### src/rtl/core/slu_pkg.sv
// Shared types, constants and helpers for the string literal unescape block.
// No dependencies.
package slu_pkg;

  typedef enum logic [1:0] {
    MODE_TEXT,
    MODE_ESC,
    MODE_HEX
  } mode_t;

  typedef enum logic [1:0] {
    KIND_DATA,
    KIND_CLOSE,
    KIND_BADHEX,
    KIND_EOF
  } kind_t;

  localparam int unsigned MaxResults = 3;

  localparam logic [7:0]  CharQuote     = 8'h22;
  localparam logic [7:0]  CharBackslash = 8'h5c;
  localparam logic [7:0]  CharN         = 8'h6e;
  localparam logic [7:0]  CharU         = 8'h75;
  localparam logic [7:0]  LineFeed      = 8'h0a;

  localparam logic [15:0] Utf8OneLimit  = 16'h0080;
  localparam logic [15:0] Utf8TwoLimit  = 16'h0800;
  localparam logic [7:0]  Utf8Cont      = 8'h80;
  localparam logic [7:0]  Utf8Lead2     = 8'hc0;
  localparam logic [7:0]  Utf8Lead3     = 8'he0;

  // {valid, value}
  function automatic logic [4:0] hex_value(input logic [7:0] b);
    logic [4:0] r;
    r = 5'd0;
    if (b >= 8'h30 && b <= 8'h39) begin
      r = {1'b1, 4'(b - 8'h30)};
    end else if (b >= 8'h61 && b <= 8'h66) begin
      r = {1'b1, 4'(b - 8'h57)};
    end else if (b >= 8'h41 && b <= 8'h46) begin
      r = {1'b1, 4'(b - 8'h37)};
    end
    return r;
  endfunction

endpackage

### src/rtl/core/string_literal_unescape_utf8.sv
// String literal unescape decoder with UTF-8 output, top level.
// Depends on slu_pkg.
// The first result beat of an accepted source beat is registered and valid in the next cycle.
// Throughput: one source beat per cycle while the result side does not stall;
// a \u escape that encodes to two or three UTF-8 bytes holds the source side
// while the three-entry result buffer drains, one beat per cycle unless stalled.
// Reset: synchronous rst returns to text mode and empties the result buffer.
module string_literal_unescape_utf8 (
  input  logic       clk,
  input  logic       rst,
  input  logic       src_valid,
  output logic       src_stall,
  input  logic [7:0] source_byte,
  input  logic       end_of_input,
  output logic       dst_valid,
  input  logic       dst_stall,
  output logic [7:0] out_byte,
  output logic [1:0] kind,
  output logic [1:0] bad_digit_index,
  output logic       last
);

  slu_pkg::mode_t mode, mode_next;
  logic [1:0]     digit_count, digit_count_next;
  logic [15:0]    code_accum, code_accum_next;

  logic [1:0]     cnt;
  logic [7:0]     e_byte [slu_pkg::MaxResults];
  slu_pkg::kind_t e_kind [slu_pkg::MaxResults];
  logic [1:0]     e_idx  [slu_pkg::MaxResults];

  logic [1:0]     n_new;
  logic [7:0]     nb [slu_pkg::MaxResults];
  slu_pkg::kind_t nk;
  logic [1:0]     ni;
  logic [4:0]     hv;
  logic [15:0]    cp;
  logic           accept, pop;

  assign accept    = src_valid && !src_stall;
  assign pop       = dst_valid && !dst_stall;
  assign src_stall = (cnt > 2'd1) || (cnt == 2'd1 && dst_stall);

  assign dst_valid       = (cnt != 2'd0);
  assign out_byte        = e_byte[0];
  assign kind            = e_kind[0];
  assign bad_digit_index = e_idx[0];
  assign last            = (cnt == 2'd1);

  assign hv = slu_pkg::hex_value(source_byte);
  assign cp = {code_accum[11:0], hv[3:0]};

  always_comb begin
    mode_next        = mode;
    digit_count_next = digit_count;
    code_accum_next  = code_accum;
    n_new            = 2'd0;
    nb[0]            = 8'd0;
    nb[1]            = 8'd0;
    nb[2]            = 8'd0;
    nk               = slu_pkg::KIND_DATA;
    ni               = 2'd0;
    if (end_of_input) begin
      n_new            = 2'd1;
      nk               = slu_pkg::KIND_EOF;
      mode_next        = slu_pkg::MODE_TEXT;
      digit_count_next = 2'd0;
      code_accum_next  = 16'd0;
    end else begin
      case (mode)
        slu_pkg::MODE_ESC: begin
          digit_count_next = 2'd0;
          code_accum_next  = 16'd0;
          if (source_byte == slu_pkg::CharU) begin
            mode_next = slu_pkg::MODE_HEX;
          end else begin
            mode_next = slu_pkg::MODE_TEXT;
            n_new     = 2'd1;
            nb[0]     = (source_byte == slu_pkg::CharN) ? slu_pkg::LineFeed : source_byte;
          end
        end
        slu_pkg::MODE_HEX: begin
          if (!hv[4]) begin
            n_new            = 2'd1;
            nk               = slu_pkg::KIND_BADHEX;
            ni               = digit_count;
            mode_next        = slu_pkg::MODE_TEXT;
            digit_count_next = 2'd0;
            code_accum_next  = 16'd0;
          end else if (digit_count == 2'd3) begin
            mode_next        = slu_pkg::MODE_TEXT;
            digit_count_next = 2'd0;
            code_accum_next  = 16'd0;
            if (cp < slu_pkg::Utf8OneLimit) begin
              n_new = 2'd1;
              nb[0] = cp[7:0];
            end else if (cp < slu_pkg::Utf8TwoLimit) begin
              n_new = 2'd2;
              nb[0] = slu_pkg::Utf8Lead2 | {3'd0, cp[10:6]};
              nb[1] = slu_pkg::Utf8Cont | {2'd0, cp[5:0]};
            end else begin
              n_new = 2'd3;
              nb[0] = slu_pkg::Utf8Lead3 | {4'd0, cp[15:12]};
              nb[1] = slu_pkg::Utf8Cont | {2'd0, cp[11:6]};
              nb[2] = slu_pkg::Utf8Cont | {2'd0, cp[5:0]};
            end
          end else begin
            code_accum_next  = cp;
            digit_count_next = digit_count + 2'd1;
          end
        end
        default: begin
          mode_next = slu_pkg::MODE_TEXT;
          if (source_byte == slu_pkg::CharQuote) begin
            n_new = 2'd1;
            nk    = slu_pkg::KIND_CLOSE;
          end else if (source_byte == slu_pkg::CharBackslash) begin
            mode_next = slu_pkg::MODE_ESC;
          end else begin
            n_new = 2'd1;
            nb[0] = source_byte;
          end
        end
      endcase
    end
  end

  always_ff @(posedge clk) begin
    if (rst) begin
      mode        <= slu_pkg::MODE_TEXT;
      digit_count <= 2'd0;
      code_accum  <= 16'd0;
    end else if (accept) begin
      mode        <= mode_next;
      digit_count <= digit_count_next;
      code_accum  <= code_accum_next;
    end
  end

  always_ff @(posedge clk) begin
    if (rst) begin
      cnt <= 2'd0;
    end else if (accept) begin
      cnt <= n_new;
    end else if (pop) begin
      cnt <= cnt - 2'd1;
    end
  end

  // load a fresh beat group, or advance the buffer by one beat
  always_ff @(posedge clk) begin
    if (accept) begin
      e_byte[0] <= nb[0];
      e_byte[1] <= nb[1];
      e_byte[2] <= nb[2];
      e_kind[0] <= nk;
      e_kind[1] <= slu_pkg::KIND_DATA;
      e_kind[2] <= slu_pkg::KIND_DATA;
      e_idx[0]  <= ni;
      e_idx[1]  <= 2'd0;
      e_idx[2]  <= 2'd0;
    end else if (pop) begin
      e_byte[0] <= e_byte[1];
      e_byte[1] <= e_byte[2];
      e_kind[0] <= e_kind[1];
      e_kind[1] <= e_kind[2];
      e_idx[0]  <= e_idx[1];
      e_idx[1]  <= e_idx[2];
    end
  end

  a_eof_reported: assert property (@(posedge clk) disable iff (rst)
    (accept && end_of_input) |=> (dst_valid && kind == slu_pkg::KIND_EOF && last))
    else $error("end of input not reported as a single final beat");

  a_digits_only_in_hex: assert property (@(posedge clk) disable iff (rst)
    (digit_count != 2'd0) |-> (mode == slu_pkg::MODE_HEX))
    else $error("hex digit count set outside hex mode");

  a_multi_beat_is_data: assert property (@(posedge clk) disable iff (rst)
    (cnt > 2'd1) |-> (kind == slu_pkg::KIND_DATA && !src_stall == 1'b0))
    else $error("multi-beat result group is not data or source not held");

endmodule

### config.mk
export PLATFORM = sky130hd
export DESIGN_NAME = string_literal_unescape_utf8
export DESIGN_NICKNAME = d
export VERILOG_FILES = /design/src/rtl/core/slu_pkg.sv /design/src/rtl/core/string_literal_unescape_utf8.sv
export SDC_FILE = /design/constraint.sdc
export NUM_CORES = 1
export LEC_CHECK = 0
export BUFFER_PORTS_ARGS = -buffer_cell sky130_fd_sc_hd__buf_4
export CORE_UTILIZATION = 59
export CTS_CLUSTER_DIAMETER = 30
export DETAILED_ROUTE_END_ITERATION = 6
export PLACE_DENSITY = 0.87
export SYNTH_ARGS = -nofsm -noshare
export SYNTH_HDL_FRONTEND = slang
export SYNTH_SLANG_ARGS = --single-unit
export TNS_END_PERCENT = 5
### constraint.sdc
create_clock -name clk -period 3.4 [get_ports clk]
set_clock_uncertainty 0.1 [all_clocks]
set_input_delay 0 -clock clk [delete_from_list [all_inputs] [get_ports clk]]
set_output_delay 0 -clock clk [all_outputs]
set_load 0.01 [all_outputs]
; ---- Word-level counts from Yosys, hierarchy flattened
; Memories as Yosys holds them, arrays and structs flattened.
; Index checks and enable logic that the tools add are counted.
[totals]
wordCells = 110
ramBits = 36
n_memories = 3
out_inout_bits = 15
register_bits = 18
[mem_list]
columns = name, words, width, rd, rd_ports_with_merged_regs, wr, line
row1 = e_byte, 3, 8, 3, 0, 3, string_literal_unescape_utf8.sv:28  ; logic [7:0] e_byte [slu_pkg::MaxResults];
row2 = e_idx, 3, 2, 3, 0, 3, string_literal_unescape_utf8.sv:30  ; logic [1:0] e_idx [slu_pkg::MaxResults];
row3 = e_kind, 3, 2, 3, 0, 3, string_literal_unescape_utf8.sv:29  ; slu_pkg::kind_t e_kind [slu_pkg::MaxResults];
[classes]
addsub = 5
mux = 60
n_bitwise = 6
n_reduce_logical = 14
n_lt_le_gt_ge = 9
eq_ne = 9
[ops]
columns = operator, count
row1 = 2-to-1 mux 24 bit, 3
row2 = 2-to-1 mux 8 bit, 8
row3 = 2-to-1 mux 2 bit, 22
row4 = 2-to-1 mux 12 bit, 3
row5 = 2-to-1 mux 16 bit, 2
row6 = "equality test 8 x 7 -> 1 bit, second input constant", 3
row7 = case mux 12 bit (2 select lines), 1
row8 = "greater-or-equal comparator 8 x 7 -> 1 bit, second input constant", 2
row9 = "less-or-equal comparator 8 x 7 -> 1 bit, second input constant", 2
row10 = "< comparator 16 x 12 -> 1 bit, second input constant", 1
row11 = "< comparator 16 x 8 -> 1 bit, second input constant", 1
row12 = case mux 2 bit (2 select lines), 4
row13 = case mux 8 bit (2 select lines), 1
row14 = 2-to-1 mux 5 bit, 3
row15 = 2-to-1 mux 14 bit, 1
row16 = 2-to-1 mux 1 bit, 12
row17 = "equality test 8 x 6 -> 1 bit, second input constant", 1
row18 = "greater-or-equal comparator 8 x 6 -> 1 bit, second input constant", 1
row19 = "less-or-equal comparator 8 x 6 -> 1 bit, second input constant", 1
row20 = "subtractor 4 x 3 -> 4 bit, second input constant", 2
row21 = logical AND 1 bit, 6
row22 = bitwise OR 1 bit, 6
row23 = "equality test 2 x 1 -> 1 bit, second input constant", 2
row24 = "equality test 2 bit, second input constant", 2
row25 = 10 further kinds, 13

; ---- Depth between registers and ports, before layout
; Gate-level depths: netlist of the first run.
[logic_depth]
depth_word = 13
mapped_depth = 9
mapped_depth_nobuf = 8

; ---- Least setup slack after synthesis of the first run
; No wires, ideal clock.
[synth_path]
kind = register to register
startpoint = register cnt[0]
endpoint = memory e_byte[0][0], enable pin
setup_slack_ns = 0.885
path_stages_with_launch = 4
arrival_ns = 1.993
synth_period_minus_slack_ns = 2.515
cell_sequence = dfxtp_1 inv_1 ha_1 o21ai_0
[synth_rtl]
columns = element, line
row1 = start: declaration, string_literal_unescape_utf8.sv:27  ; logic [1:0] cnt;
row2 = start signal: assignment, string_literal_unescape_utf8.sv:144  ; cnt <= n_new;
row3 = start signal: assignment, string_literal_unescape_utf8.sv:146  ; cnt <= cnt - 2'd1;
row4 = end: declaration, string_literal_unescape_utf8.sv:28

; ---- Worst setup path in the final report of the first run
[layout_path]
startpoint = input source_byte[1]
endpoint = register mode[1]
[layout_via]
elab_chain_len = 8
elab_cells_between_ends = 19
cone_classes = order compare: 6 / eq/ne: 2 / mux: 7 / reduce/logical: 4
[layout_lines]
columns = element, line
row1 = start: declaration, string_literal_unescape_utf8.sv:13  ; input logic [7:0] source_byte,
row2 = greater-or-equal comparator 8 x 7 -> 1 bit or less-or-equal comparator 8 x 7 -> 1 bit (tied branches), slu_pkg.sv:40  ; end else if (b >= 8'h41 && b <= 8'h46) begin
row3 = logical AND 1 bit, slu_pkg.sv:40
row4 = 2-to-1 mux 5 bit, slu_pkg.sv:40
row5 = 2-to-1 mux 5 bit, slu_pkg.sv:38  ; end else if (b >= 8'h61 && b <= 8'h66) begin
row6 = 2-to-1 mux 5 bit, slu_pkg.sv:36  ; if (b >= 8'h30 && b <= 8'h39) begin
row7 = 2-to-1 mux 2 bit, string_literal_unescape_utf8.sv:83  ; if (!hv[4]) begin
row8 = case mux 2 bit (2 select lines), string_literal_unescape_utf8.sv:70  ; case (mode)
row9 = 2-to-1 mux 2 bit, string_literal_unescape_utf8.sv:63  ; if (end_of_input) begin
row10 = end signal: assignment, string_literal_unescape_utf8.sv:130  ; mode <= slu_pkg::MODE_TEXT;
row11 = end signal: assignment, string_literal_unescape_utf8.sv:134  ; mode <= mode_next;
row12 = end: declaration, string_literal_unescape_utf8.sv:23  ; slu_pkg::mode_t mode, mode_next;
; Several ways; a longest one is shown, not always the timed one.
; A chain may end at the register's enable or synchronous reset.

==> summary.md, run 1 <==
| Metric | Value |
|---|---|
| Post-synthesis sequential area ratio | 43.5% |
| Max IR drop VDD | 0.000280 V |
| Crit path cell chain | dlygate4sd3_1 > buf_4 > inv_1 > ha_1 > o21bai_1 > a21oi_2 > nor2_2 > or4_1 > a21oi_1 > dlygate4sd3_1 |
| Row Count | 23 |
| Clk buf depth | 2 |
| CTS tree | done |
| Core box area | 4140 sq um |
| Pleak | 1.14 nW |
| Syn nets | 296 |
| Type of the most critical hold path | in2reg |
| Layout area overhead | 12.1% |
| Total gr overflow | 0 |
| Worst-path clk slew | 0.09 ns |
| Nature of the critical path endpoint | flip-flop |
| Hold Vio Cnt, Final | 0 |
| PostCTS Resize Cnt | 0 |
| Fin Hold WS | 0.0115 ns |
| Synth Area in Compound Gates | 22.4% |
| Post-Synth Adder-Cell Area | 4.77% |
| Vias in the first global route | 2068 |
| GRT Overall Usage | 30.5% |
| Diodes inserted | 0 |
| Sequential Area | 1140 sq um |
| Unique masters post-synth | 59 |
| Slowest CP cell | dlygate4sd3_1 |
| Ys flop type | edfxtp_1 |
| Initial antenna violation count | 0 |
| Routed Antenna Nets | 0 |
| Max-slew headroom | 49.1% |
| Yosys warns | 0 |
| Drt via density | 6.51 |
| Die Wd | 68.7 um |
| Crit path top cell by count | dlygate4sd3_1 |
| Setup-failing EPs final | 0 |
| Worst path required time | 3.56 ns |
| Post-synth ARST share | 0% |
| Worst-skew pair later-pin latency | 0.31 ns |
| Crit Path Class | in2reg |
| Synth Cell Area | 2620 sq um |
| Nets | 319 |
| Yosys reg bits | 44 |
| Iteration count of the initial detailed-routing pass | 5 |
| Max-Cap Viols | 0 |
| Largest net degree at the start of global routing | 20 |
| Pwr per Cell Area | 384 nW/um^2 |
| Post-detail-place hpwl | 4840 um |
| Comb pwr share | 15.8% |
| Number of H-tree levels | 2 |
| Cells after synthesis | 273 |
| Total die area | 4720 sq um |
| Fmax | 363 MHz |
| Sequential power share | 55.1% |
| Largest family of logic cells by synthesized area | compound AO/OA/AOI/OAI gates |
| Critical Path Source Type | input port |
| Post-synthesis mux area share | 2.34% |
| CTS Buf Count | 5 |
| Post-Route WL | 6400 um |
| Clock Power Share | 29.1% |
| Outcome | finished clean |
| Residual DRC | 0 |
| Internal | 0.000828 W |
| GPL Wtd Cong | 0.953 |
| Clock period minus worst slack | 2.75 ns |
| Switching Fraction | 26.7% |
| Crit share post-route | 80.9% |
| Initial drt markers | 233 |
| WL per Instance | 18.4 um |
| Critical Path Fanout Max | 9 |
| Layout cells sized above 1 | 18.2% |
| Least-Margin Pin Slew | 0.762 ns |
| Switch Pwr | 0.000302 W |
| First-pass GRT wire length | 10100 um |
| Multi-input logic area | 1300 sq um |
| Die H | 68.7 um |
| Unrepaired setup endpoints after global routing | no |
| Initial Util | 63.3% |
| Avg Inst Size Synth | 9.61 sq um |
| Max stage delay on crit path | 0.55 ns |
| Root Buffer | clkbuf_8 |
| Port bufs | 27 |
| Synth Area in XOR/XNOR | 0.334% |
| Post-synth EDFFs | 26 |
| Filler Cell Count | 334 |
| I/O pin count | 28 |
| CP arrival | 2.91 ns |
| Via count | 2260 |
| TNS Setup | 0 ns |
| Clock sink count | 44 |
| Final slew viol count | 0 |
| Simple-gate share of the synthesized area | 19.8% |
==> synth_stat cells, types with 2 or more instances <==
| cell type | n | area [sq um] |
|---|---|---|
| edfxtp_1 | 26 | 781 |
| nand2_1 | 20 | 75.1 |
| inv_1 | 19 | 71.3 |
| nor2_1 | 19 | 71.3 |
| dfxtp_1 | 18 | 360 |
| o21ai_0 | 18 | 90.1 |
| a22o_1 | 14 | 123 |
| a21oi_1 | 13 | 65.1 |
| clkbuf_1 | 10 | 37.5 |
| ha_1 | 10 | 125 |
| buf_4 | 9 | 67.6 |
| and2_1 | 5 | 31.3 |
| and3_1 | 5 | 31.3 |
| mux2i_1 | 5 | 50.1 |
| o31ai_1 | 5 | 37.5 |
| a32oi_1 | 4 | 35.0 |
| nor3_1 | 4 | 20.0 |
| or2_2 | 4 | 25.0 |
| a2111oi_0 | 3 | 26.3 |
| a22oi_1 | 3 | 22.5 |
| nand2b_1 | 3 | 18.8 |
| nand3_1 | 3 | 15.0 |
| o21ai_1 | 3 | 15.0 |
| or3_1 | 3 | 18.8 |
| or4_1 | 3 | 22.5 |
| a31oi_1 | 2 | 12.5 |
| and4_1 | 2 | 17.5 |
| nand3b_1 | 2 | 15.0 |
| nand4_1 | 2 | 12.5 |
| nor2b_1 | 2 | 12.5 |
| nor4_1 | 2 | 12.5 |
| o211ai_1 | 2 | 15.0 |
| o21a_1 | 2 | 15.0 |
| o21bai_1 | 2 | 15.0 |
| o221ai_1 | 2 | 17.5 |
==> metrics by stage <==
step | std cells | setup WS, ns | utilization (%) | total power [W] | instance area (sq um)
finish | 347 | 0.648 | 70.9 | 0.00113 | 2940
global route | 347 | 0.514 | 70.9 | 0.00117 | 2940
CTS | 347 | 0.676 | 70.9 | 0.00113 | 2940
detailed placement | 334 | 0.891 | 67.7 | 0.000809 | 2810
global placement | 334 | 0.981 | 67.7 | 0.000801 | 2810
floorplan | 273 | 0.885 | - | 0.000744 | 2620
==> layout make-up <==
type                            instances  area share, %
Clock buffer                            6           2.47
Timing Repair Buffer                   35           9.37
Sequential cell                        44           38.8
Inverter                               20           2.55
Clock inverter                          2          0.383
Tap cell                               50           2.13
Multi-Input combinational cell        190           44.3
==> power groups by stage <==
stage	sequential (W)	combinational, W	clock [W]
after floorplan	0.000635	0.000110	0
after global placement	0.000633	0.000168	0
after detailed placement	0.000636	0.000173	0
after CTS	0.000624	0.000177	0.000329
after global routing	0.000627	0.000197	0.000351
final	0.000623	0.000178	0.000329
==> layout by cell type, fill, tap and decap left out, drive strengths merged, types with 4 or more instances in the layout <==
| cell type | n |
|---|---|
| a21oi | 14 |
| ha | 10 |
| and2 | 5 |
| a32oi | 4 |
| clkbuf | 6 |
| nand2 | 20 |
| nor2 | 20 |
| a22o | 14 |
| nor3 | 5 |
| dlygate4sd3 | 5 |
| inv | 21 |
| o31ai | 5 |
| and3 | 5 |
| or3 | 4 |
| mux2i | 5 |
| edfxtp | 26 |
| or2 | 4 |
| dfxtp | 18 |
| o21ai | 22 |
| buf | 30 |
==> path summary, 6_finish.rpt <==
check / from / end / slack [ns] / cells past startpoint
setup / recovery: source_byte[1] / mode[1] / 0.65 / 10
hold reg to reg: mode[0] / mode[0] / 0.41 / 2
hold / removal: source_byte[7] / e_byte[0][7] / 0.01 / 3
setup reg to reg: cnt[1] / digit_count[0] / 0.82 / 8
==> flip-flops by register name, indices dropped and copies added (netlist names) <==
register and count:
e_byte 22, code_accum 12, cnt 2, digit_count 2, e_idx 2, e_kind 2
mode 2
==> critical path, delay by kind of cell <==
| kind | cells | cell delay (ns) |
|---|---|---|
| AO/OA/AOI/OAI | 3 | 0.62 |
| buffers and inverters | 4 | 1.39 |
| adder cells (fa/ha/maj) | 1 | 0.25 |
| AND/OR/NAND/NOR | 2 | 0.64 |
==> metal layers <==
metal	GRT usage, %	vias to the layer above	routed length [um]
li1	-	1059	-
met1	39.8	1051	2630
met2	46.7	132	2920
met3	7.57	18	644
met4	15.1	0	210
met5	0	-	0
==> kinds of logic after synthesis <==
kind of cell,after synthesis
AO/OA/AOI/OAI,83
XOR/XNOR,1
adder cells (fa/ha/maj),10
buffers and inverters,39
flip-flops,44
multiplexers,6
AND/OR/NAND/NOR,90
==> repair_timing <==
action,CTS,global route
hold endpoints to repair,8,0
setup buffers,0,0
hold buffers,5,0
Note: power is estimated with default switching activity, not from simulation.
==> inputs of run 2 (changes only) <==
--- a/config.mk
+++ b/config.mk
@@ -6,10 +6,10 @@
 export NUM_CORES = 1
 export LEC_CHECK = 0
 export BUFFER_PORTS_ARGS = -buffer_cell sky130_fd_sc_hd__buf_4
-export CORE_UTILIZATION = 59
+export CORE_UTILIZATION = 53
 export CTS_CLUSTER_DIAMETER = 30
 export DETAILED_ROUTE_END_ITERATION = 6
-export PLACE_DENSITY = 0.87
+export PLACE_DENSITY = 0.83
 export SYNTH_ARGS = -nofsm -noshare
 export SYNTH_HDL_FRONTEND = slang
 export SYNTH_SLANG_ARGS = --single-unit
==> constraint.sdc (replaced) <==
create_clock -name clk -period 2.3 [get_ports clk]
set_clock_uncertainty 0.1 [all_clocks]
set_input_delay 0 -clock clk [delete_from_list [all_inputs] [get_ports clk]]
set_output_delay 0 -clock clk [all_outputs]
set_load 0.01 [all_outputs]
==> run 2 against run 1 <==
Against the previous run: sequential cell count stayed put; register-to-register slack got worse by 0.60 ns; first-iteration DRC count up 58%; worst hold slack better by 0.0095 ns; global-route usage decreased by 4.8 points; wire length shrank 1.4%; count of clock-buffer cells in the layout unchanged; via count is 0.49% higher; sequential share of layout area down 1.2 points; combinational power is 56% higher; critical path depth down 2; largest power group unchanged.
==> summary.md, run 2 (synthesis gave the netlist of run 1 again) <==
| Metric | Value |
|---|---|
| First-pass GRT wire length | 10000 um |
| Total gr overflow | 0 |
| I/O pin count | 28 |
| Critical Path Fanout Max | 6 |
| WL per Instance | 17.0 um |
| Diodes inserted | 0 |
| Post-detail-place hpwl | 4720 um |
| Internal | 0.00126 W |
| Routed Antenna Nets | 0 |
| Largest register FFs | 22 |
| Type of the most critical hold path | in2reg |
| Clk buf depth | 2 |
| Outcome | finished clean |
| Initial antenna violation count | 0 |
| Pleak | 1.18 nW |
| Via count | 2271 |
| CTS Buf Count | 5 |
| Initial drt markers | 367 |
| Largest Register | e_byte |
| Iteration count of the initial detailed-routing pass | 5 |
| Switch Pwr | 0.000452 W |
| Row Count | 25 |
| Filler Cell Count | 409 |
| Worst path required time | 2.38 ns |
| Setup-failing EPs final | 0 |
| Grt peak-use layer | met2 |
| CP arrival | 2.28 ns |
| Comb pwr share | 16.2% |
| Nature of the critical path endpoint | flip-flop |
| Max IR drop VDD | 0.000245 V |
| Sequential Area | 1140 sq um |
| Residual DRC | 0 |
| GR Util met3 | 4.44% |
| Multi-input logic area | 1310 sq um |
| Die Wd | 72.3 um |
| Commonest cells after routing, fill and taps aside | buf_4 (37), edfxtp_1 (26), nand2_1 (20) |
| Largest regs | e_byte (22), code_accum (12) |
| Hold Vio Cnt, Final | 0 |
| Number of H-tree levels | 2 |
| Met2 Usage GRT | 39.1% |
| Clock sink count | 44 |
| Die H | 72.3 um |
| Vias in the first global route | 2025 |
| GPL Wtd Cong | 0.942 |
| Critical Path Source Type | input port |
| Unrepaired setup endpoints after global routing | yes |
| Switching Fraction | 26.3% |
| Root Buffer | clkbuf_8 |
| Commonest non-fill, non-tap cell in the layout | buf_4 |
| GRT Overall Usage | 25.6% |
| Layout cells sized above 1 | 21.1% |
| Initial Util | 55.2% |
| Nets | 326 |
| Port bufs | 27 |
| Post-Route WL | 6310 um |
| Crit share post-route | 95.7% |
| Largest net degree at the start of global routing | 20 |
| Pwr per Cell Area | 566 nW/um^2 |
| Worst-path clk slew | 0.08 ns |
| Fmax | 454 MHz |
| Least-Margin Pin Slew | 0.492 ns |
| Crit Path Class | in2reg |
| Worst-skew pair later-pin latency | 0.30 ns |
| Clock period minus worst slack | 2.20 ns |
| Clock Power Share | 30.3% |
| TNS Setup | 0 ns |
| Layout area overhead | 15.6% |
| Fin Hold WS | 0.0210 ns |
| Final slew viol count | 0 |
| Met1 Use GR | 36.3% |
| Core box area | 4750 sq um |
| Total die area | 5230 sq um |
| Max-Cap Viols | 0 |
| Post-CTS setup buffer count | 0 |
| Drt via density | 6.12 |
| Sequential power share | 53.5% |
| Max-slew headroom | 67.1% |
| CTS tree | done |
==> run 2: repair_timing <==
| item | in CTS | in global routing |
|---|---|---|
| hold buffers | 5 | 0 |
| setup endpoints to repair | 0 | 28 |
| resized for setup | 0 | 3 |
| endpoints found under the hold margin | 9 | 0 |
==> run 2: final timing paths <==
kind,start,endpoint,slack (ns),depth (start not counted)
worst max register to register,cnt[1],e_byte[0][12],0.22,7
worst min-delay path,source_byte[1],e_byte[0][1],0.02,3
worst min register to register,digit_count[1],digit_count[1],0.41,2
worst max-delay path,source_byte[6],e_byte[1][5],0.1,8
==> run 2: final cells by class <==
| type | instances | share of cell area, % |
|---|---|---|
| multi-input cells | 190 | 43.1 |
| flip-flops and latches | 44 | 37.6 |
| repair buffers | 42 | 10.8 |
| well taps | 67 | 2.77 |
| clock buffers | 6 | 2.72 |
| inverters | 20 | 2.48 |
| clock inverters | 2 | 0.454 |
==> run 2: routing by layer <==
metal | up-vias | part of all wire, %
met4 | 0 | 2.4
met1 | 1058 | 46
met2 | 114 | 44
li1 | 1081 | -
met3 | 18 | 7.6
met5 | - | 0
==> run 2: per-stage QoR <==
stage,utilization (%),setup slack (ns),instances,area (sq um),total power [W]
final,63.8,0.0994,371,3030,0.00172
after global routing,63.8,-0.0536,371,3030,0.00178
after CTS,63.6,0.00615,371,3030,0.00171
after detailed placement,60.6,0.0371,358,2880,0.00120
after global placement,60.6,0.0971,358,2880,0.00120
after floorplan,-,0.113,273,2620,0.00110
==> run 2: power by group through the flow <==
stage | Clock [W] | Combinational, W | Sequential (W)
6_report | 0.000521 | 0.000278 | 0.000919
2_1_floorplan | 0 | 0.000163 | 0.000937
3_5_place_dp | 0 | 0.000266 | 0.000938
5_1_grt | 0.000553 | 0.000302 | 0.000924
3_3_place_gp | 0 | 0.000264 | 0.000936
4_1_cts | 0.000521 | 0.000274 | 0.000919
==> run 2: worst max-delay path, stage by stage <==
cell	delay, ns
dlygate4sd3_1	0.53
buf_4	0.13
or4b_4	0.52
nor3_4	0.31
o21bai_1	0.18
or3_4	0.38
inv_2	0.09
and2_1	0.13
